==> config.mk <==
export PLATFORM = sky130hd
export DESIGN_NAME = ocv_mulq
export DESIGN_NICKNAME = d
export VERILOG_FILES = /design/src/ocv_pkg.sv /design/src/ocv_mulq.sv
export SDC_FILE = /design/constraint.sdc
export NUM_CORES = 2
export LEC_CHECK = 0
export ABC_CLOCK_PERIOD_IN_PS = 12650
export BUFFER_PORTS_ARGS = -buffer_cell sky130_fd_sc_hd__buf_2
export CORE_MARGIN = 4
export CORE_UTILIZATION = 57
export CTS_CLUSTER_DIAMETER = 120
export DETAILED_ROUTE_END_ITERATION = 16
export GPL_ROUTABILITY_DRIVEN = 0
export PLACE_DENSITY = 0.74
export SLEW_MARGIN = 20
export SYNTH_ARGS = -nofsm -noshare
export SYNTH_HDL_FRONTEND = slang
export SYNTH_SLANG_ARGS = --single-unit
==> constraint.sdc <==
create_clock -name i_clk -period 12.65 [get_ports i_clk]
set_input_delay 2.53 -clock i_clk [delete_from_list [all_inputs] [get_ports i_clk]]
set_output_delay 2.53 -clock i_clk [all_outputs]
set_load 0.01 [all_outputs]
==> src/ocv_pkg.sv <==
`default_nettype none

package ocv_pkg;

    localparam int MAX_DIM_DEF = 4;
    localparam int SAMPLE_W    = 16;
    localparam int FRAC_W      = 16;
    localparam int MEAN_W      = 34;
    localparam int COM_W       = 64;
    localparam int CNT_W       = 32;
    localparam int CFG_W       = 3;
    localparam int MAG_W       = 33;
    localparam int PROD_W      = 51;

    localparam logic [CFG_W-1:0] DIM_RESET = CFG_W'(4);

    typedef enum logic [1:0] {
        KIND_SAMPLE   = 2'd0,
        KIND_RD_MEAN  = 2'd1,
        KIND_RD_COM   = 2'd2,
        KIND_CLEAR    = 2'd3
    } t_kind;

    typedef enum logic [3:0] {
        S_IDLE,
        S_RD_WAIT,
        S_FIRST,
        S_M_RD,
        S_M_DIFF,
        S_M_DIV,
        S_C_RD,
        S_C_MUL,
        S_C_WR,
        S_RESP
    } t_state;

    typedef struct packed {
        logic start;
        logic done;
    } t_div_ctrl;

endpackage

`default_nettype wire

==> src/ocv_mulq.sv <==
`default_nettype none

module ocv_mulq
    import ocv_pkg::*;
(
    input  wire logic                     i_clk,
    input  wire logic signed [MEAN_W-1:0] i_a,
    input  wire logic signed [MEAN_W-1:0] i_b,
    output logic signed      [COM_W-1:0]  o_term
);

    // Two-stage product (a * b) >> 16 with the magnitude truncated.
    // The low half of a is multiplied first, then the high half.
    logic [MEAN_W-1:0]               w_ma;
    logic [MEAN_W-1:0]               w_mb;
    logic [MAG_W-FRAC_W-1:0]         r_hi;
    logic [MAG_W-1:0]                r_mb;
    logic [FRAC_W+MAG_W-1:0]         r_plo;
    logic                            r_neg1;
    logic [PROD_W-1:0]               r_mag;
    logic                            r_neg2;
    logic [COM_W-1:0]                w_mag64;

    assign w_ma = i_a[MEAN_W-1] ? MEAN_W'(-i_a) : MEAN_W'(i_a);
    assign w_mb = i_b[MEAN_W-1] ? MEAN_W'(-i_b) : MEAN_W'(i_b);

    always_ff @(posedge i_clk) begin
        r_hi   <= w_ma[MAG_W-1:FRAC_W];
        r_mb   <= w_mb[MAG_W-1:0];
        r_plo  <= w_ma[FRAC_W-1:0] * w_mb[MAG_W-1:0];
        r_neg1 <= i_a[MEAN_W-1] ^ i_b[MEAN_W-1];
        r_mag  <= PROD_W'(r_hi * r_mb) + PROD_W'(r_plo[FRAC_W+MAG_W-1:FRAC_W]);
        r_neg2 <= r_neg1;
    end

    assign w_mag64 = COM_W'(r_mag);
    assign o_term  = r_neg2 ? -$signed(w_mag64) : $signed(w_mag64);

endmodule

`default_nettype wire

==> flow_summary_export.csv <==
group,metric,value,unit
die,initial_core_util,57.7,%
routing,postRouteWirelength,102000,um
die,die_w,272,um
placed_design,dp_hpwl,84000,um
finish,drive_above_1_share,5.61,%
clock_tree,cts_made_buffers,17,
die,die_h,272,um
die,core_area,68800,sq um
global_route,use_met2,44.4,%
finish,area_growth,5.36,%
placed_design,io_buffers,132,
finish,final_common_cell,"inv_1",
routing,ant_nets,0,
die,pin_count,133,
critical_path,rrSetupSlack,4.90,ns
routing,drt_iter0_markers,2696,
critical_path,endpoint_kind,"flip-flop",
clock_tree,clk_path_buf_depth,2,
global_route,use_met3,7.55,%
synthesis,synth_edf_count,0,
synthesis,yosysTopAreaCell,"fa_1",
synthesis,synthCells,4573,
status,status,"finished, final reports clean",
finish,final_util,60.8,%
synthesis,synth_ff_type,"dfxtp_1",
synthesis,synth_warnings,0,
clock_tree,clock_latency,0.46,ns
critical_path,cp.required,13.01,ns
clock_tree,clock-root-buffer,"clkbuf_16",
synthesis,syn_nets,5820,
min_path,hp-class,"flip-flop to flip-flop",
sta,rsz0062_at_grt,"no",
sta,period_minus_slack,11.25,ns
routing,drc_errors,0,
synthesis,syn_area_per_cell,8.68,sq um
sta,finalCritPeriodShare,89.0,%
clock_tree,postCtsSetupBuffers,0,
sta,hold_viol_final,0,
critical_path,arrival,11.62,ns
clock_tree,cts_tree,"yes",
global_route,grt_max_degree,65,
global_route,antenna_found_initial,2,
clock_tree,ctsResizeCount,0,
synthesis,synthArstFlopShare,0,%
sta,setup_tns,0,ns
routing,via_per_inst,5.55,
routing,via_count,30513,
critical_path,critical_path_class,"input pin to flip-flop",
synthesis,netlist.area_leader.share,46.8,%
sta,tightestPinTransition,1.15,ns
global_route,grt_use_total,28.5,%
sta,holdWs,0.413,ns
job,max_cap_viol_count,0,
critical_path,crit_fanout,30,
finish,final_cell_mix,"inv_1 (1001), fa_1 (929), nand2_1 (819)",
synthesis,seq_area_frac_synth,6.86,%
global_route,busiest_layer,"met2",
finish,n_antenna_cell,0,
synthesis,synth.area.top_cells,"fa_1 (47%), inv_1 (9.5%), ha_1 (7.8%)",
routing,drtPass1Iterations,6,
sta,maxSlewViolCount,0,
synthesis,synth_area,39700,sq um
clock_tree,clkTransAtPathRegs,0.06,ns
clock_tree,cts.htree.levels,4,
global_route,met1_usage,39.7,%
sta,clock.fmax,88.9,MHz
finish,nFillCells,5976,
clock_tree,clock-sinks,136,
global_route,grt_pass1_wl,168000,um
finish,layout.nets,5801,
sta,setup_viol,0,
sta,finClkSkew,0.0124,ns
critical_path,start_kind,"input pin",
global_route,grt_pass1_vias,32276,
clock_tree,cts-hold-fix-buffers,0,
die,fp-row-count,96,
synthesis,ys_types,77,
global_route,overflow,0,
synthesis,ys_seq_elements,136,
sta,maxSlewHeadroom,21.0,%
die,dieArea,74000,sq um
routing,post_drt_wl_per_cell,18.5,um
critical path, stage by stage:
cell and delay [ns]:
buf_2 0.35, inv_1 0.27, ha_1 0.23, nand2_1 0.10, nor4_1 0.62, nand2_1 0.42, o21ai_0 0.50, xor2_2 0.66
buf_4 0.32, nor2_1 0.08, fa_1 0.52, fa_1 0.43, fa_1 0.52, fa_1 0.45, fa_1 0.51, inv_1 0.05
fa_1 0.51, inv_1 0.06, ha_1 0.41, nand4_1 0.13, o311ai_0 0.67, o21ai_0 0.32, a21oi_1 0.57, nor4bb_1 0.12
a311oi_1 0.25
path summary, 6_finish.rpt:
kind | start | to | depth (start not counted)
min | r_neg1$_DFF_P_ | r_neg2$_DFF_P_ | 0
max reg2reg | r_mb[9]$_DFF_P_ | r_mag[43]$_DFF_P_ | 21
min reg2reg | r_neg1$_DFF_P_ | r_neg2$_DFF_P_ | 0
max | i_a[0] | r_plo[43]$_DFF_P_ | 25
flip-flops by register name, summed over array words and instances, names as in the netlist:
| register | flops |
|---|---|
| r_hi | 17 |
| r_mag | 51 |
| r_mb | 33 |
| r_neg1 | 1 |
| r_neg2 | 1 |
| r_plo | 33 |
cell families after synthesis:
family | after synthesis | share of synthesized area, %
and+or+nand+nor | 1437 | 15.8
muxes | 6 | 0.154
buffers and inverters | 1234 | 11.7
adders and majority gates | 1178 | 54.7
AOI/OAI and AO/OA | 395 | 6.68
DFF | 136 | 6.86
xor gates and xnor gates | 187 | 4.14
synth_stat cells (all sizes together), types with 13 or more instances:
cell type  instances
inv             1005
fa               929
nand2            819
nor2             280
ha               249
clkbuf           213
and2             159
dfxtp            136
xnor2            124
a21oi             93
o21ai             83
xor2              63
a21o              46
o31ai             34
nand3             24
nor3              24
nand4             20
o31a              20
or4               20
or3               18
nand2b            16
o21bai            13
o41ai             13
stage by stage:
| step | setup WS [ns] | std cells | area (sq um) |
|---|---|---|---|
| after floorplan | 2.42 | 4573 | 39700 |
| after global routing | 0.897 | 5498 | 41800 |
| final | 1.40 | 5498 | 41800 |
| after detailed placement | 1.09 | 5466 | 41200 |
| after CTS | 1.59 | 5498 | 41800 |
| after global placement | 1.41 | 5466 | 41200 |
area by class of cell:
class | count | area [sq um] | share of cell area, %
Clock buffer | 19 | 443 | 1.06
Sequential cell | 136 | 2730 | 6.51
Inverter | 1012 | 3800 | 9.08
Clock inverter | 13 | 145 | 0.347
Tap cell | 931 | 1160 | 2.78
Multi-Input combinational cell | 3203 | 32500 | 77.7
Timing Repair Buffer | 184 | 1050 | 2.51
layer usage:
metal / part of all wire (%) / up-vias
met5: 0 / -
met2: 45 / 1534
met3: 11 / 214
met4: 2.8 / 0
met1: 42 / 15216
li1: - / 13549
Power is not shown: default switching activity piles up to over one toggle a cycle in this logic, so the estimate is an artifact.
