`config.mk`:
```
export PLATFORM = sky130hd
export DESIGN_NAME = ocv_div
export DESIGN_NICKNAME = d
export VERILOG_FILES = /design/src/ocv_pkg.sv /design/src/ocv_div.sv
export SDC_FILE = /design/constraint.sdc
export NUM_CORES = 1
export LEC_CHECK = 0
export CAP_MARGIN = 20
export CORE_UTILIZATION = 59
export CTS_CLUSTER_SIZE = 12
export DETAILED_ROUTE_END_ITERATION = 12
export DONT_BUFFER_PORTS = 1
export GPL_TIMING_DRIVEN = 0
export PLACE_DENSITY = 0.74
export SYNTH_ARGS = -nofsm -noshare
export SYNTH_HDL_FRONTEND = slang
export SYNTH_SLANG_ARGS = --single-unit
```
`constraint.sdc`:
```
create_clock -name i_clk -period 2.6 [get_ports i_clk]
set_input_delay 0.52 -clock i_clk [delete_from_list [all_inputs] [get_ports i_clk]]
set_output_delay 0.52 -clock i_clk [all_outputs]
set_load 0.05 [all_outputs]
```
`src/ocv_pkg.sv`:
```
`default_nettype none

package ocv_pkg;

    localparam int MAX_DIM_DEF = 4;
    localparam int SAMPLE_W    = 16;
    localparam int FRAC_W      = 16;
    localparam int MEAN_W      = 34;
    localparam int COM_W       = 64;
    localparam int CNT_W       = 32;
    localparam int CFG_W       = 3;
    localparam int MAG_W       = 33;
    localparam int PROD_W      = 51;

    localparam logic [CFG_W-1:0] DIM_RESET = CFG_W'(4);

    typedef enum logic [1:0] {
        KIND_SAMPLE   = 2'd0,
        KIND_RD_MEAN  = 2'd1,
        KIND_RD_COM   = 2'd2,
        KIND_CLEAR    = 2'd3
    } t_kind;

    typedef enum logic [3:0] {
        S_IDLE,
        S_RD_WAIT,
        S_FIRST,
        S_M_RD,
        S_M_DIFF,
        S_M_DIV,
        S_C_RD,
        S_C_MUL,
        S_C_WR,
        S_RESP
    } t_state;

    typedef struct packed {
        logic start;
        logic done;
    } t_div_ctrl;

endpackage

`default_nettype wire

```
`src/ocv_div.sv`:
```
`default_nettype none

module ocv_div
    import ocv_pkg::*;
(
    input  wire logic                     i_clk,
    input  wire logic                     i_rst_n,
    input  wire logic                     i_start,
    input  wire logic signed [MEAN_W-1:0] i_dividend,
    input  wire logic        [CNT_W-1:0]  i_divisor,
    output logic                          o_done,
    output logic signed      [MEAN_W-1:0] o_quotient
);

    // Restoring division on magnitudes, one quotient bit per cycle.
    localparam int CW = $clog2(MEAN_W + 1);

    logic              r_busy;
    logic              r_done;
    logic [CW-1:0]     r_cnt;
    logic              r_neg;
    logic [MEAN_W-1:0] r_quo;
    logic [CNT_W-1:0]  r_rem;
    logic [CNT_W-1:0]  r_dvs;
    logic [CNT_W:0]    w_rem_sh;
    logic              w_ge;

    assign w_rem_sh = {r_rem, r_quo[MEAN_W-1]};
    assign w_ge     = (w_rem_sh >= {1'b0, r_dvs});

    always_ff @(posedge i_clk) begin
        if (!i_rst_n) begin
            r_busy <= 1'b0;
            r_done <= 1'b0;
            r_cnt  <= '0;
        end else begin
            r_done <= 1'b0;
            if (i_start) begin
                r_busy <= 1'b1;
                r_cnt  <= CW'(MEAN_W);
            end else if (r_busy) begin
                r_cnt <= r_cnt - CW'(1);
                if (r_cnt == CW'(1)) begin
                    r_busy <= 1'b0;
                    r_done <= 1'b1;
                end
            end
        end
    end

    always_ff @(posedge i_clk) begin
        if (i_start) begin
            r_neg <= i_dividend[MEAN_W-1];
            r_quo <= i_dividend[MEAN_W-1] ? MEAN_W'(-i_dividend) : MEAN_W'(i_dividend);
            r_rem <= '0;
            r_dvs <= i_divisor;
        end else if (r_busy) begin
            r_quo <= {r_quo[MEAN_W-2:0], w_ge};
            r_rem <= w_ge ? CNT_W'(w_rem_sh - {1'b0, r_dvs}) : CNT_W'(w_rem_sh);
        end
    end

    assign o_done     = r_done;
    assign o_quotient = r_neg ? -$signed(r_quo) : $signed(r_quo);

endmodule

`default_nettype wire

```
==> reports/qor.csv <==
metric;value;unit
avgSynthCellArea;9.02;µm²
rows;40;
peakVddDrop;0.699;mV
criticalPathCategory;flop to primary output;
r2r_cells;11;
drive_above_1_share;31.9;%
hold_depth;0;
slew_headroom;50.2;%
grt_overflow_total;0;
layout_commonest_cell;nor2_1;
drtPass1Iterations;5;
syn_to_final_growth;41.4;%
cap_violations;0;
worstSetupEndpointType;primary output;
violations;negative setup slack;
yosys.cell_types.count;66;
ant_nets;0;
setup_slack;-0.940;ns
via_per_inst;7.20;
core_area;12100;µm²
die_h;114;µm
ys_seq_area_share;38.0;%
critPathTopFamily;simple AND/OR/NAND/NOR gates;
async_reset_ff_share;0;%
worst_pin_slew;0.746;ns
portBuffers;0;
clockBufferDepth;2;
critPathMaxFanout;4;
start_kind;flop;
status;finished with violations;
grt_pass1_vias;7064;
grtUsageTotal;35.5;%
finalWirelength;27.8;mm
grt_pass1_wl;35.8;mm
final_cell_mix;89 x nor2_1, 67 x edfxtp_1, 60 x buf_4;
power_density;612;nW/µm²
netlist_area;7410;µm²
cts_buffers;9;
initial_core_util;61.2;%
grt_max_degree;35;
yosys_register_bits;107;
synth_fp_nets;928;
path_cells;or4_4, or3_4, nor4_4, buf_4, nand3_4, buf_6, o21ai_4, xnor2_4;
path_depth;8;
avgRoutedWirePerCell;25.8;µm
cellLeakagePower;0.00386;µW
finalClockSkew;0.0148;ns
slowest_delay;0.60;ns
vias;7774;
tritoncts;done;
arrival;3.02;ns
pre_cts_ws;-0.629;ns
setup_viol;64;
hold_path_class;input pin to flop;
min_period;3.54;ns
h-tree-depth;3;
worst_path_max_delay_cell;or4_4;
clk_pin_slew_worst_paths;0.08;ns
die_area;13000;µm²
clock.fmax;282;MHz
ctsHoldBuffers;0;
io_pins;104;
clk_latency;0.37;ns
yosys_most_used_dff;edfxtp_1;
required;2.08;ns
cp.buffers_inverters;2;
hpwl;13.6;mm
synth_cells;822;
antenna_found_initial;1;
r2r_setup_slack;-0.43;ns
gp_congestion;0.972;
fill_cells;507;
yosysWarnings;0;
finalSetupTns;-29.47;ns
power;6420;µW
synth_edf_count;67;
drc_errors;0;
rsz0062_at_grt;yes;
slew_viol_final;0;
hold_viol;0;
fin_crit_sh;136;%
nNetsFinal;1010;
drt_iter0_drc;1242;
cts_sinks;107;
die_width;114;µm
cts_root_buf;clkbuf_16;
## final timing paths
check | end | from
max | o_quotient[31] | r_quo[18]
min | r_neg | i_dividend[33]
max reg2reg | r_rem[24] | r_dvs[24]
min reg2reg | r_rem[6] | r_rem[6]
## report_power, final
| group | leakage [µW] | switching, µW | internal (µW) |
|---|---|---|---|
| logic | 0.00272 | 1630 | 1090 |
| registers | 0.000987 | 216 | 1990 |
| clock network | 0.000150 | 646 | 842 |
| total | 0.00386 | 2490 | 3920 |
## final cells by class
type | instances | area (µm²) | share of cell area (%)
Clock buffer | 11 | 233 | 2.22
Sequential cell | 107 | 2810 | 26.8
Tap cell | 168 | 210 | 2.01
Clock inverter | 5 | 77.6 | 0.740
Timing Repair Buffer | 77 | 679 | 6.48
Multi-Input combinational cell | 630 | 6070 | 58.0
Buffer | 31 | 200 | 1.91
Inverter | 48 | 185 | 1.77
Antenna cell | 2 | 5.00 | 0.0478
## layer usage
metal | wire length (µm) | up-vias | global-route usage, %
li1 | - | 3174 | -
met3 | 3290 | 247 | 10.7
met1 | 9870 | 3620 | 44.8
met2 | 12500 | 733 | 55.7
met4 | 2110 | 0 | 17.6
met5 | 0 | - | 0
## synthesized netlist by cell type, drive strengths merged (2+ instances only)
cell type	instances	area share [%]
nor2	91	4.6
a21oi	76	5.2
edfxtp	67	27
nand2	57	2.9
xnor2	49	5.8
inv	48	2.4
xor2	44	5.2
dfxtp	40	11
o21ai	38	2.6
ha	36	6.1
mux2i	29	3.9
a211oi	28	2.9
clkbuf	28	1.4
o31ai	20	2.1
nand3	14	0.95
o41ai	14	1.7
or4	14	1.4
nor4	12	1.1
nand2b	10	0.84
buf	9	0.84
nor2b	9	0.76
nor3	8	0.54
a311oi	6	0.71
nand4	6	0.51
o21a	6	0.61
or3	6	0.51
or2	5	0.42
a2111oi	4	0.59
a31oi	4	0.34
o211ai	4	0.41
a211o	3	0.35
a21o	3	0.30
and3	3	0.25
nand3b	3	0.30
o2111ai	3	0.35
o21bai	3	0.30
o22ai	3	0.34
and2	2	0.17
## kinds of logic after synthesis
logic type | Yosys count | share of synthesized area [%]
AO/OA/AOI/OAI | 225 | 20.0
XOR/XNOR | 93 | 11.0
adder cells (fa/ha/maj) | 37 | 6.35
buffers and inverters | 85 | 4.69
flip-flops | 107 | 38.0
multiplexers | 30 | 4.12
AND/OR/NAND/NOR | 245 | 15.9
## repair_timing
action	CTS	global route
pin swaps	71	79
resized for setup	167	115
endpoints found under the hold margin	0	0
gates cloned	3	0
endpoints found under the setup margin	68	107
setup buffers	51	28
## metrics by stage
step                instance area [µm²]  cells  hold slack (ns)  util, %
detailed placement                 7970    990            0.497     65.8
global route                      10500   1078            0.232     86.5
CTS                                9750   1057            0.242     80.5
global placement                   7970    990            0.490     65.8
floorplan                          7750    822            0.471        -
finish                            10500   1079            0.239     86.5
## state kept, by name, summed over array words and instances (netlist names)
| name | flops |
|---|---|
| r_quo | 34 |
| r_dvs | 32 |
| r_rem | 32 |
| r_cnt | 6 |
| o_done | 1 |
| r_busy | 1 |
| r_neg | 1 |
Note: power is estimated with default switching activity, not from simulation.
