--- src/ocv_pkg.sv ---
`default_nettype none

package ocv_pkg;

    localparam int MAX_DIM_DEF = 4;
    localparam int SAMPLE_W    = 16;
    localparam int FRAC_W      = 16;
    localparam int MEAN_W      = 34;
    localparam int COM_W       = 64;
    localparam int CNT_W       = 32;
    localparam int CFG_W       = 3;
    localparam int MAG_W       = 33;
    localparam int PROD_W      = 51;

    localparam logic [CFG_W-1:0] DIM_RESET = CFG_W'(4);

    typedef enum logic [1:0] {
        KIND_SAMPLE   = 2'd0,
        KIND_RD_MEAN  = 2'd1,
        KIND_RD_COM   = 2'd2,
        KIND_CLEAR    = 2'd3
    } t_kind;

    typedef enum logic [3:0] {
        S_IDLE,
        S_RD_WAIT,
        S_FIRST,
        S_M_RD,
        S_M_DIFF,
        S_M_DIV,
        S_C_RD,
        S_C_MUL,
        S_C_WR,
        S_RESP
    } t_state;

    typedef struct packed {
        logic start;
        logic done;
    } t_div_ctrl;

endpackage

`default_nettype wire

--- src/ocv_ram.sv ---
`default_nettype none

module ocv_ram
    import ocv_pkg::*;
#(
    parameter int DEPTH = 4,
    parameter int WIDTH = 34,
    parameter int AW    = 2
) (
    input  wire logic             i_clk,
    input  wire logic             i_rst_n,
    input  wire logic             i_clear,
    input  wire logic             i_we,
    input  wire logic [AW-1:0]    i_waddr,
    input  wire logic [WIDTH-1:0] i_wdata,
    input  wire logic             i_re,
    input  wire logic [AW-1:0]    i_raddr,
    output logic      [WIDTH-1:0] o_rdata
);

    // Entries that were never written since the last clear read as zero.
    logic [WIDTH-1:0] r_mem [DEPTH];
    logic [DEPTH-1:0] r_vld;
    logic [WIDTH-1:0] r_rdata;

    always_ff @(posedge i_clk) begin
        if (!i_rst_n || i_clear) begin
            r_vld <= '0;
        end else if (i_we) begin
            r_vld[i_waddr] <= 1'b1;
        end
    end

    always_ff @(posedge i_clk) begin
        if (i_we) begin
            r_mem[i_waddr] <= i_wdata;
        end
    end

    always_ff @(posedge i_clk) begin
        if (i_re) begin
            r_rdata <= r_vld[i_raddr] ? r_mem[i_raddr] : '0;
        end
    end

    assign o_rdata = r_rdata;

endmodule

`default_nettype wire

--- config.mk ---
export PLATFORM = sky130hd
export DESIGN_NAME = ocv_ram
export DESIGN_NICKNAME = d
export VERILOG_FILES = /design/src/ocv_pkg.sv /design/src/ocv_ram.sv
export SDC_FILE = /design/constraint.sdc
export NUM_CORES = 1
export LEC_CHECK = 0
export BUFFER_PORTS_ARGS = -buffer_cell sky130_fd_sc_hd__buf_2
export CAP_MARGIN = 20
export CELL_PAD_IN_SITES_DETAIL_PLACEMENT = 0
export CELL_PAD_IN_SITES_GLOBAL_PLACEMENT = 2
export CORE_ASPECT_RATIO = 0.8
export CORE_MARGIN = 2
export CORE_UTILIZATION = 49
export CTS_CLUSTER_SIZE = 10
export DETAILED_ROUTE_END_ITERATION = 10
export PLACE_DENSITY_LB_ADDON = 0.08
export SLEW_MARGIN = 5
export SYNTH_ARGS = -nofsm -noshare
export SYNTH_HDL_FRONTEND = slang
export SYNTH_SLANG_ARGS = --single-unit
--- constraint.sdc ---
create_clock -name i_clk -period 9.5 [get_ports i_clk]
set_clock_uncertainty 0.05 [all_clocks]
set_input_delay 2.85 -clock i_clk [delete_from_list [all_inputs] [get_ports i_clk]]
set_output_delay 2.85 -clock i_clk [all_outputs]
set_load 0.05 [all_outputs]
==> metrics.csv, run 1 <==
stage;metric;value;unit
outcome;status;completed;
die;Initial Util;50.1;%
cts;clk sinks;174;
global_routing;vias in the first global route;2884;
critical_path;RR Endpoint;o_rdata[14];
synth;Syn. warnings;0;
timing;unrepaired setup endpoints after global routing;false;
synth;sequential share of the synthesized area;80.6;%
timing;final worst-path cycle share;48.8;%
cts;TritonCTS clock tree;done;
die;Core ar.;0.0128;mm^2
synth;Syn Nets;309;
global_routing;first-pass GRT wire length;15600;um
cts;Clock Tree Buf Depth;2;
cts;H-tree level count;4;
synth;Syn Inst Count;266;
flow_run;max cap viols;0;
finish;Synth-to-Final Area Change;17.2;%
timing;final setup TNS;0;ns
critical_path;CP Capture Point;o_rdata[14];
detailed_routing;DRT Pass-1 Iters;4;
die;I/O pins;77;
placement;Post-DP HPWL;5310;um
critical_path;Worst Path Required;9.61;ns
critical_path;CP startpoint;i_raddr[0];
die;row cnt;37;
die;die area;0.0141;mm^2
power_and_ir_drop;leak pwr;2.64;nW
timing;Final Slew Violations;0;
cts;Setup Fix Bufs, Post-CTS;0;
critical_path;CP max FO;35;
placement;Port Buffers;76;
cts;Root Buffer;clkbuf_16;
global_routing;antenna violations before repair;0;
synth;synthesized area per cell;24.2;um^2
die;Die Height;106;um
hold_path;Hold WC Path Type;reg -> reg;
cts;Clock transition at path regs;0.06;ns
global_routing;grt ovf;0;
detailed_routing;drt via density;5.20;
finish;Register Area;0.00518;mm^2
finish;share of layout cells above drive strength 1;48.5;%
timing;Slew @ Worst Pin;0.958;ns
critical_path;Crit. End Element;register;
detailed_routing;1st-iter DRT viols;243;
finish;multi-input logic area;0.00116;mm^2
critical_path;critical path data arrival time;4.75;ns
critical_path;reg2reg setup slack;7.79;ns
power_and_ir_drop;maximum vdd drop;129;uV
detailed_routing;drt drc;0;
finish;final core occ;58.8;%
synth;synth unique cells;20;
cts;Post-CTS Hold Fix Bufs;0;
finish;nets@finish;395;
finish;Fill cells;943;
global_routing;largest net degree at the start of global routing;36;
finish;Final Cell Area;0.00754;mm^2
finish;ant diodes;0;
critical_path;WS Path Type;in -> reg;
timing;relative slew slack;36.2;%
synth;Synth Cell Area;0.00643;mm^2
detailed_routing;Post-Route WL;10200;um
critical_path;startpoint class of the critical path;input pin;
detailed_routing;vias post-DR;2807;
critical_path;R2R Path Start;r_vld[3];
detailed_routing;wire per inst;18.9;um
timing;maximum clock frequency;216;MHz
die;Die X-Extent;132;um
placement;placed inst area;0.00697;mm^2
synth;Yosys reg bits;174;
detailed_routing;Routed Antenna Nets;0;
critical_path;Worst R2R Path Depth;2;
timing;Setup Viol. Count Final;0;
timing;Fin. Hold Viols;0;
cts;later-pin clock latency in the skew report;0.41;ns
cts;Num CTS Buffers;17;
placement;GP Congestion;0.649;
timing;Min Clock Period, post-route;4.64;ns
power_and_ir_drop;PwrDens;220;mW/mm^2
cts;Post-CTS Resized;0;
global_routing;Total GRT Usage;15.5;%
## worst max-delay path, stage by stage
cell and delay [ns]:
buf_2 0.08, buf_4 0.58, mux4_2 0.95, and2_4 0.27
## logic make-up after synthesis
group | share of synthesized area [%]
buf+inv | 1.46
flops | 80.6
mux | 12.3
compound gates | 0.486
simple gates | 5.10
## routing by layer
metal	routed length, um	up-vias	track usage, %	share of wire (%)
met5	0	-	0	0
met4	81	0	5.20	0.79
met3	371	6	4.86	3.6
met2	5150	62	25.5	50
met1	4600	1478	19.8	45
li1	-	1261	-	-
## registers in the layout (all words and copies together), names as in the netlist
name	count
r_mem	136
r_vld	4
o_rdata	34
## final cells by class
type,instances,area share (%)
flip-flops and latches,174,68.8
multi-input cells,79,15.4
clock buffers,19,5.74
repair buffers,78,5.24
well taps,175,2.90
clock inverters,13,1.86
inverters,2,0.0996
## power breakdown
group	switching, mW	internal [mW]	leakage [nW]
combinational	0.0608	0.0367	0.734
clock	0.280	0.389	0.272
sequential	0.00827	0.881	1.63
## how the worst min path moves through the flow
| stage | from | to | cells after the start |
|---|---|---|---|
| after floorplan | r_vld[1] | r_vld[1] | 2 |
| after global placement | r_vld[1] | r_vld[1] | 2 |
| after detailed placement | r_vld[1] | r_vld[1] | 2 |
| after CTS | r_vld[1] | r_vld[1] | 2 |
| after global routing | r_vld[1] | r_vld[1] | 2 |
| final | r_vld[1] | r_vld[1] | 2 |
## synthesized netlist by cell type
cell type,instances,share of area [%]
edfxtp_1,170,79
nand2b_1,1,0.097
and3_1,1,0.097
buf_4,3,0.35
nand3b_1,1,0.12
mux4_1,1,0.41
and2_4,30,4.1
o21ba_2,2,0.31
buf_2,3,0.23
a21oi_1,1,0.078
nor3b_1,1,0.12
buf_6,4,0.70
clkbuf_1,1,0.058
mux4_2,34,12
dfxtp_1,4,1.2
inv_1,2,0.12
nor2_1,1,0.058
and2_1,4,0.39
a31oi_1,1,0.097
and3b_1,1,0.14
## layout by cell type, fill, tap and decap left out, drive strengths merged
cell type	netlist	final
edfxtp	170	170
buf	10	78
mux4	35	35
and2	34	34
clkbuf	1	19
inv	2	5
clkinv	0	5
dfxtp	4	4
clkinvlp	0	3
o21ba	2	2
bufinv	0	2
nand3b	1	1
and3	1	1
nor3b	1	1
and3b	1	1
nand2b	1	1
a21oi	1	1
a31oi	1	1
nor2	1	1
## metrics by stage
| stage | total power, mW | setup slack [ns] | hold slack, ns | instances |
|---|---|---|---|---|
| after detailed placement | 1.01 | 4.36 | 0.394 | 508 |
| final | 1.66 | 4.86 | 0.404 | 540 |
| after global routing | 1.71 | 4.71 | 0.433 | 540 |
| after global placement | 1.00 | 4.40 | 0.384 | 508 |
| after CTS | 1.67 | 4.81 | 0.403 | 540 |
| after floorplan | 0.971 | 3.52 | 0.372 | 266 |
Note: power is estimated with default switching activity, not from simulation.
==> run 2, diff against run 1 <==
- ABC_AREA: not set -> 1
- CORE_UTILIZATION: 49 -> 38
- clock period: 9.5 -> 4.6 ns (I/O delays scaled with it)
==> run 2 against run 1 <==
  * First-iteration DRC count down 5.3%
  * Core utilization shrank 15 points
  * Register-to-register slack worse by 4.8 ns
  * Cell count increased by 88%
  * Critical path depth is 2 higher
  * Flip-flop and latch count is the same
  * Cell area increased by 10%
  * Die area is 43% higher
  * Power rose by 110%
  * Sequential power up 110%
  * Global-route usage grew 0.060 points
  * Routed wire length grew 41%
==> metrics.csv, run 2 <==
stage;metric;value;unit;change
outcome;status;completed;;
global_routing;vias in the first global route;4251;;+47%
timing;Slew @ Worst Pin;0.981;ns;+0.0238 ns
cts;Clock Tree Buf Depth;2;;unchanged
finish;commonest non-fill, non-tap cell in the layout;nand2_1;;
timing;Final WS setup;1.92;ns;-2.95 ns
finish;Synth-to-Final Area Change;15.4;%;
critical_path;Worst Path Required;4.84;ns;-4.77 ns
power_and_ir_drop;Sw Ratio;23.0;%;+1.9 points
die;die area;0.0201;mm^2;+43%
cts;clk sinks;174;;unchanged
power_and_ir_drop;Comb pwr share;8.4;%;+2.5 points
power_and_ir_drop;Clk pwr share;38.6;%;-1.8 points
detailed_routing;DRT Pass-1 Iters;7;;+3
detailed_routing;wire per inst;14.2;um;-25%
die;Die Height;127;um;+19%
power_and_ir_drop;Reg power frac;53.0;%;-0.7 points
cts;Clock transition at path regs;0.06;ns;about the same
placement;pre-CTS setup slack;1.40;ns;-2.97 ns
timing;Final Slew Violations;0;;unchanged
detailed_routing;vias post-DR;4331;;+54%
synth;Syn. warnings;0;;unchanged
placement;GP Congestion;0.744;;+15%
critical_path;critical path's slowest cell;nand2_2;;
die;Core ar.;0.0188;mm^2;+47%
die;Die X-Extent;158;um;+20%
finish;Register Area;0.00518;mm^2;unchanged
finish;Fill cells;1805;;+91%
timing;Min Clock Period, post-route;2.68;ns;
cts;Post-CTS Resized;0;;unchanged
die;row cnt;45;;+22%
placement;Placed Cells;983;;+94%
placement;Post-DP HPWL;7670;um;+44%
detailed_routing;drt drc;0;;unchanged
critical_path;startpoint class of the critical path;input pin;;
global_routing;antenna violations before repair;0;;unchanged
synth;sequential share of the synthesized area;71.9;%;-8.7 points
power_and_ir_drop;PwrDens;419;mW/mm^2;+91%
synth;top-area cell type share of the netlist area;70.8;%;-8.6 points
critical_path;CP max FO;35;;unchanged
timing;Fin. Hold Viols;0;;unchanged
timing;relative slew slack;34.5;%;-1.7 points
global_routing;grt ovf;0;;unchanged
timing;final setup TNS;0;ns;unchanged
cts;H-tree level count;4;;unchanged
critical_path;Crit. End Element;register;;
detailed_routing;Post-Route WL;14400;um;+41%
hold_path;Hold WC Path Type;reg -> reg;;
timing;maximum clock frequency;373;MHz;
synth;Synth Cell Area;0.00721;mm^2;+12%
critical_path;crit path cell chain;buf_2, buf_4, nand3_1, nand2_2, nand2_1, inv_1;;
global_routing;largest net degree at the start of global routing;59;;+64%
detailed_routing;Routed Antenna Nets;0;;unchanged
power_and_ir_drop;maximum vdd drop;199;uV;+55%
global_routing;Total GRT Usage;15.6;%;+0.060 points
critical_path;critical path data arrival time;2.92;ns;-1.83 ns
flow_run;max cap viols;0;;unchanged
critical_path;Crit path largest cell delay;0.62;ns;-0.33 ns
detailed_routing;drt via density;4.28;;-18%
die;I/O pins;77;;unchanged
synth;Syn Nets;713;;+130%
timing;unrepaired setup endpoints after global routing;false;;
power_and_ir_drop;leak pwr;3.97;nW;+50%
cts;Root Buffer;clkbuf_16;;
synth;FFs w/ async S/R, synth;0;%;unchanged
synth;top-count cell post-synth;nand2_1;;
synth;commonest cells in the synthesized netlist;209 x nand2_1, 181 x inv_1, 170 x edfxtp_1;;
finish;final core occ;44.3;%;-15 points
detailed_routing;1st-iter DRT viols;230;;-5.3%
critical_path;WS Path Type;in -> reg;;
synth;ys flop type;edfxtp_1;;
placement;Port Buffers;76;;unchanged
finish;max FFs per register;136;;unchanged
synth;synthesized area per cell;10.8;um^2;-55%
cts;Post-CTS Hold Fix Bufs;0;;unchanged
finish;nets@finish;787;;+99%
synth;Syn Inst Count;670;;+150%
finish;commonest cells after routing, fill and taps aside;209 x nand2_1, 177 x inv_1, 170 x edfxtp_1;;
cts;later-pin clock latency in the skew report;0.42;ns;about the same
synth;Yosys reg bits;174;;unchanged
synth;top post-synthesis cells by area;edfxtp_1 71%, nand2_1 11%, inv_1 9.4%;;
cts;Setup Fix Bufs, Post-CTS;0;;unchanged
power_and_ir_drop;Psw;804;uW;+130%
timing;Setup Viol. Count Final;0;;unchanged
cts;TritonCTS clock tree;done;;
finish;multi-input logic area;0.00118;mm^2;+1.9%
finish;Non-Filler Instances;1013;;+88%
synth;Yosys top cell by area;edfxtp_1;;
finish;ant diodes;0;;unchanged
synth;number of synthesized flops with an enable pin;170;;unchanged
timing;final worst-path cycle share;58.3;%;
die;Initial Util;38.3;%;-12 points
global_routing;first-pass GRT wire length;23000;um;+47%
synth;synth unique cells;13;;-35%
power_and_ir_drop;internal power;2.69;mW;+110%
finish;Largest Register;r_mem;;
cts;Num CTS Buffers;17;;unchanged
finish;share of layout cells above drive strength 1;14.7;%;-34 points
## run 2: cell type report
cell class                 instances  share of cell area [%]
timing repair buffer              80                    4.93
multi-input combinational        288                    14.2
tap                              258                    3.88
clock inverter                    10                    1.19
clock buffer                      20                    5.25
inverter                         183                    8.28
sequential                       174                    62.3
## run 2: cells by family (layout without fill, tap and decap cells)
kind of cell           Yosys count  after routing  synth area share [%]
AND/OR/NAND/NOR                284            284                  16.1
flip-flops                     174            174                  71.9
AO/OA/AOI/OAI                    4              4                 0.278
buffers and inverters          208            293                  11.7
## run 2: stage by stage
| stage | power [mW] | area (um^2) | hold slack [ns] |
|---|---|---|---|
| 2_1_floorplan | 2.09 | 7210 | 0.385 |
| 3_3_place_gp | 2.18 | 7790 | 0.402 |
| 3_5_place_dp | 2.18 | 7790 | 0.402 |
| 4_1_cts | 3.54 | 8320 | 0.410 |
| 5_1_grt | 3.64 | 8320 | 0.448 |
| 6_report | 3.49 | 8320 | 0.407 |
## run 2: power groups by stage
| stage | Sequential [mW] | Combinational, mW | Clock, mW |
|---|---|---|---|
| 6_report | 1.85 | 0.293 | 1.35 |
| 5_1_grt | 1.86 | 0.334 | 1.45 |
| 4_1_cts | 1.85 | 0.301 | 1.38 |
| 3_5_place_dp | 1.88 | 0.300 | 0 |
| 3_3_place_gp | 1.88 | 0.297 | 0 |
| 2_1_floorplan | 1.95 | 0.134 | 0 |
## run 2: path summary, 6_finish.rpt
| kind | slack, ns | start | endpoint | cells past startpoint |
|---|---|---|---|---|
| setup / recovery | 1.92 | i_raddr[1] | o_rdata[29] | 6 |
| hold / removal | 0.41 | r_vld[2] | r_vld[2] | 2 |
| setup reg to reg | 2.99 | r_vld[3] | o_rdata[29] | 6 |
| hold reg to reg | 0.41 | r_vld[2] | r_vld[2] | 2 |
## run 2: worst max-delay path: cells and delay by family
family	cells	cell delay, ns
AND/OR/NAND/NOR	3	0.91
buffers and inverters	3	0.62
## run 2: metal layers
metal,global-route usage [%],share of wire [%],up-vias
li1,-,-,2222
met1,20.6,47,2025
met2,25.1,48,71
met3,3.87,4.1,13
met4,5.30,1.3,0
met5,0,0,-
==> run 3, diff against run 2 <==
- CORE_UTILIZATION: 38 -> 35
- clock period: 4.6 -> 2.29 ns (I/O delays scaled with it)
==> run 3 against run 2 <==
  * Sequential power increased by 100%
  * Setup slack worse by 1.4 ns
  * Count of clock-buffer cells in the layout is 2 lower
  * Sequential share of layout area fell by 1.6 points
  * Core utilization fell by 1.6 points
  * Flip-flop and latch count stayed put
  * Worst hold slack improved by 0.0067 ns
  * Power up 100%
  * Routed wire length increased by 2.7%
  * Die area grew 8.3%
  * Via count barely moved
  * Register-to-register slack worse by 2.1 ns
  * Largest cell class unchanged
==> metrics.csv, run 3 (synthesis results as in run 2) <==
stage;metric;value;unit;change
critical_path;Worst R2R Path Depth;7;;+1
die;Initial Util;36.0;%;-2.3 points
critical_path;critical path's slowest cell;edfxtp_1;;
finish;Largest Register;r_mem;;
critical_path;Top delay family on crit path;flip-flops;;
cts;later-pin clock latency in the skew report;0.42;ns;about the same
global_routing;antenna violations before repair;0;;unchanged
cts;Setup Fix Bufs, Post-CTS;0;;unchanged
finish;commonest cells after routing, fill and taps aside;209 x nand2_1, 177 x inv_1, 170 x edfxtp_1;;
power_and_ir_drop;leak pwr;4.07;nW;+2.5%
detailed_routing;1st-iter DRT viols;255;;+11%
critical_path;reg2reg setup slack;0.93;ns;-2.06 ns
die;Die Height;132;um;+4.1%
hold_path;worst min-delay path startpoint;r_vld[0];;
critical_path;RR Endpoint;o_rdata[10];;
finish;Synth-to-Final Area Change;18.4;%;
cts;Clock transition at path regs;0.06;ns;about the same
finish;Fill cells;1940;;+7.5%
timing;relative slew slack;70.4;%;+36 points
detailed_routing;drt via density;4.20;;-1.8%
critical_path;Buf/Inv on CP;1;;-2
placement;GP Congestion;0.701;;-5.7%
critical_path;CP max FO;1;;-97%
critical_path;Worst Path Required;1.55;ns;-3.29 ns
power_and_ir_drop;total chip power;7.13;mW;+100%
finish;Final Cell Area;0.00854;mm^2;+2.6%
placement;Post-DP HPWL;8300;um;+8.2%
global_routing;first-pass GRT wire length;23400;um;+1.6%
cts;clk sinks;174;;unchanged
power_and_ir_drop;maximum vdd drop;387;uV;+94%
finish;nets@finish;798;;+1.4%
outcome;status;completed;;
timing;unrepaired setup endpoints after global routing;false;;
cts;H-tree level count;4;;unchanged
cts;TritonCTS clock tree;done;;
timing;final worst-path cycle share;78.7;%;
critical_path;Crit path largest cell delay;0.41;ns;-0.21 ns
critical_path;WS Path Type;reg -> out;;
critical_path;startpoint class of the critical path;register;;
global_routing;vias in the first global route;4197;;-1.3%
timing;final setup TNS;0;ns;unchanged
timing;Final Slew Violations;0;;unchanged
timing;final hold slack;0.413;ns;+0.00671 ns
cts;Num CTS Buffers;17;;unchanged
die;I/O pins;77;;unchanged
timing;Fin. Hold Viols;0;;unchanged
detailed_routing;Routed Antenna Nets;0;;unchanged
detailed_routing;drt drc;0;;unchanged
critical_path;Crit. End Element;primary output;;
global_routing;largest net degree at the start of global routing;49;;-17%
power_and_ir_drop;PwrDens;835;mW/mm^2;+99%
finish;commonest non-fill, non-tap cell in the layout;nand2_1;;
timing;Min Clock Period, post-route;1.80;ns;
die;die area;0.0218;mm^2;+8.3%
finish;max FFs per register;136;;unchanged
timing;maximum clock frequency;555;MHz;
detailed_routing;vias post-DR;4335;;+0.092%
critical_path;critical path data arrival time;1.07;ns;-1.85 ns
timing;Slew @ Worst Pin;0.444;ns;-0.537 ns
placement;Port Buffers;76;;unchanged
finish;ant diodes;0;;unchanged
die;Core ar.;0.0200;mm^2;+6.5%
cts;Post-CTS Resized;0;;unchanged
die;Die X-Extent;164;um;+4.1%
hold_path;Hold WC Path Type;reg -> reg;;
detailed_routing;wire per inst;14.3;um;+0.86%
critical_path;R2R Path Start;r_vld[3];;
global_routing;grt ovf;0;;unchanged
timing;Setup Viol. Count Final;0;;unchanged
cts;Root Buffer;clkbuf_16;;
cts;Clock Tree Buf Depth;2;;unchanged
critical_path;crit path cell chain;buf_2;;
detailed_routing;Post-Route WL;14800;um;+2.7%
hold_path;Worst Hold End;r_vld[0];;
die;row cnt;46;;+2.2%
hold_path;hold depth;2;;unchanged
finish;Non-Filler Instances;1032;;+1.9%
detailed_routing;DRT Pass-1 Iters;4;;-3
cts;Post-CTS Hold Fix Bufs;0;;unchanged
global_routing;Total GRT Usage;14.5;%;-1.1 points
flow_run;max cap viols;0;;unchanged
placement;placed inst area;0.00797;mm^2;+2.3%
finish;share of layout cells above drive strength 1;16.5;%;+1.8 points
placement;Placed Cells;1000;;+1.7%
==> run 3: cell count changes in the layout (fill, tap and decap cells not counted), sizes merged <==
cell / before / now
clkinv: 7 / 9
buf: 80 / 91
clkbuf: 20 / 18
inv: 183 / 185
==> run 3: cell type report <==
| cell class | count | area, um^2 | area share, % |
|---|---|---|---|
| Timing Repair Buffer | 91 | 581 | 6.80 |
| Tap cell | 264 | 330 | 3.87 |
| Clock inverter | 14 | 143 | 1.67 |
| Multi-Input combinational cell | 288 | 1180 | 13.8 |
| Inverter | 183 | 689 | 8.07 |
| Sequential cell | 174 | 5180 | 60.7 |
| Clock buffer | 18 | 429 | 5.03 |
==> run 3: routing by layer <==
layer | up-vias | GRT usage, % | wire length [um]
met2 | 81 | 22.3 | 6700
met5 | - | 0 | 0
li1 | 2244 | - | -
met4 | 0 | 4.40 | 163
met1 | 1996 | 20.3 | 7360
met3 | 14 | 3.65 | 548
==> run 3: worst max-delay path by stage <==
stage,cells past startpoint,endpoint,slack (ns),start
floorplan,3,r_mem[0][0],0.34,i_waddr[1]
global placement,8,o_rdata[10],0.36,i_raddr[0]
detailed placement,8,o_rdata[10],0.32,i_raddr[0]
CTS,1,o_rdata[28],0.47,o_rdata[28]
global route,1,o_rdata[28],0.44,o_rdata[28]
finish,1,o_rdata[28],0.49,o_rdata[28]
==> run 3: metrics by stage <==
step	worst slack, ns	util (%)
global route	0.440	42.6
floorplan	0.345	-
global placement	0.356	39.8
detailed placement	0.319	39.8
CTS	0.465	42.6
finish	0.487	42.6
==> run 3: power by group <==
group          leakage, nW  switching, mW  internal, mW  total, mW
clock network        0.279           1.19          1.61       2.79
logic                 2.16          0.453         0.170      0.624
registers             1.63         0.0373          3.67       3.71
==> run 3: worst register-to-register path, stage by stage, from the launching register on <==
cell and delay (ns):
dfxtp_1 0.30, inv_1 0.05, nand2_1 0.07, nand3_1 0.08
nand2_2 0.07, buf_4 0.39, nand2_1 0.15, inv_1 0.07
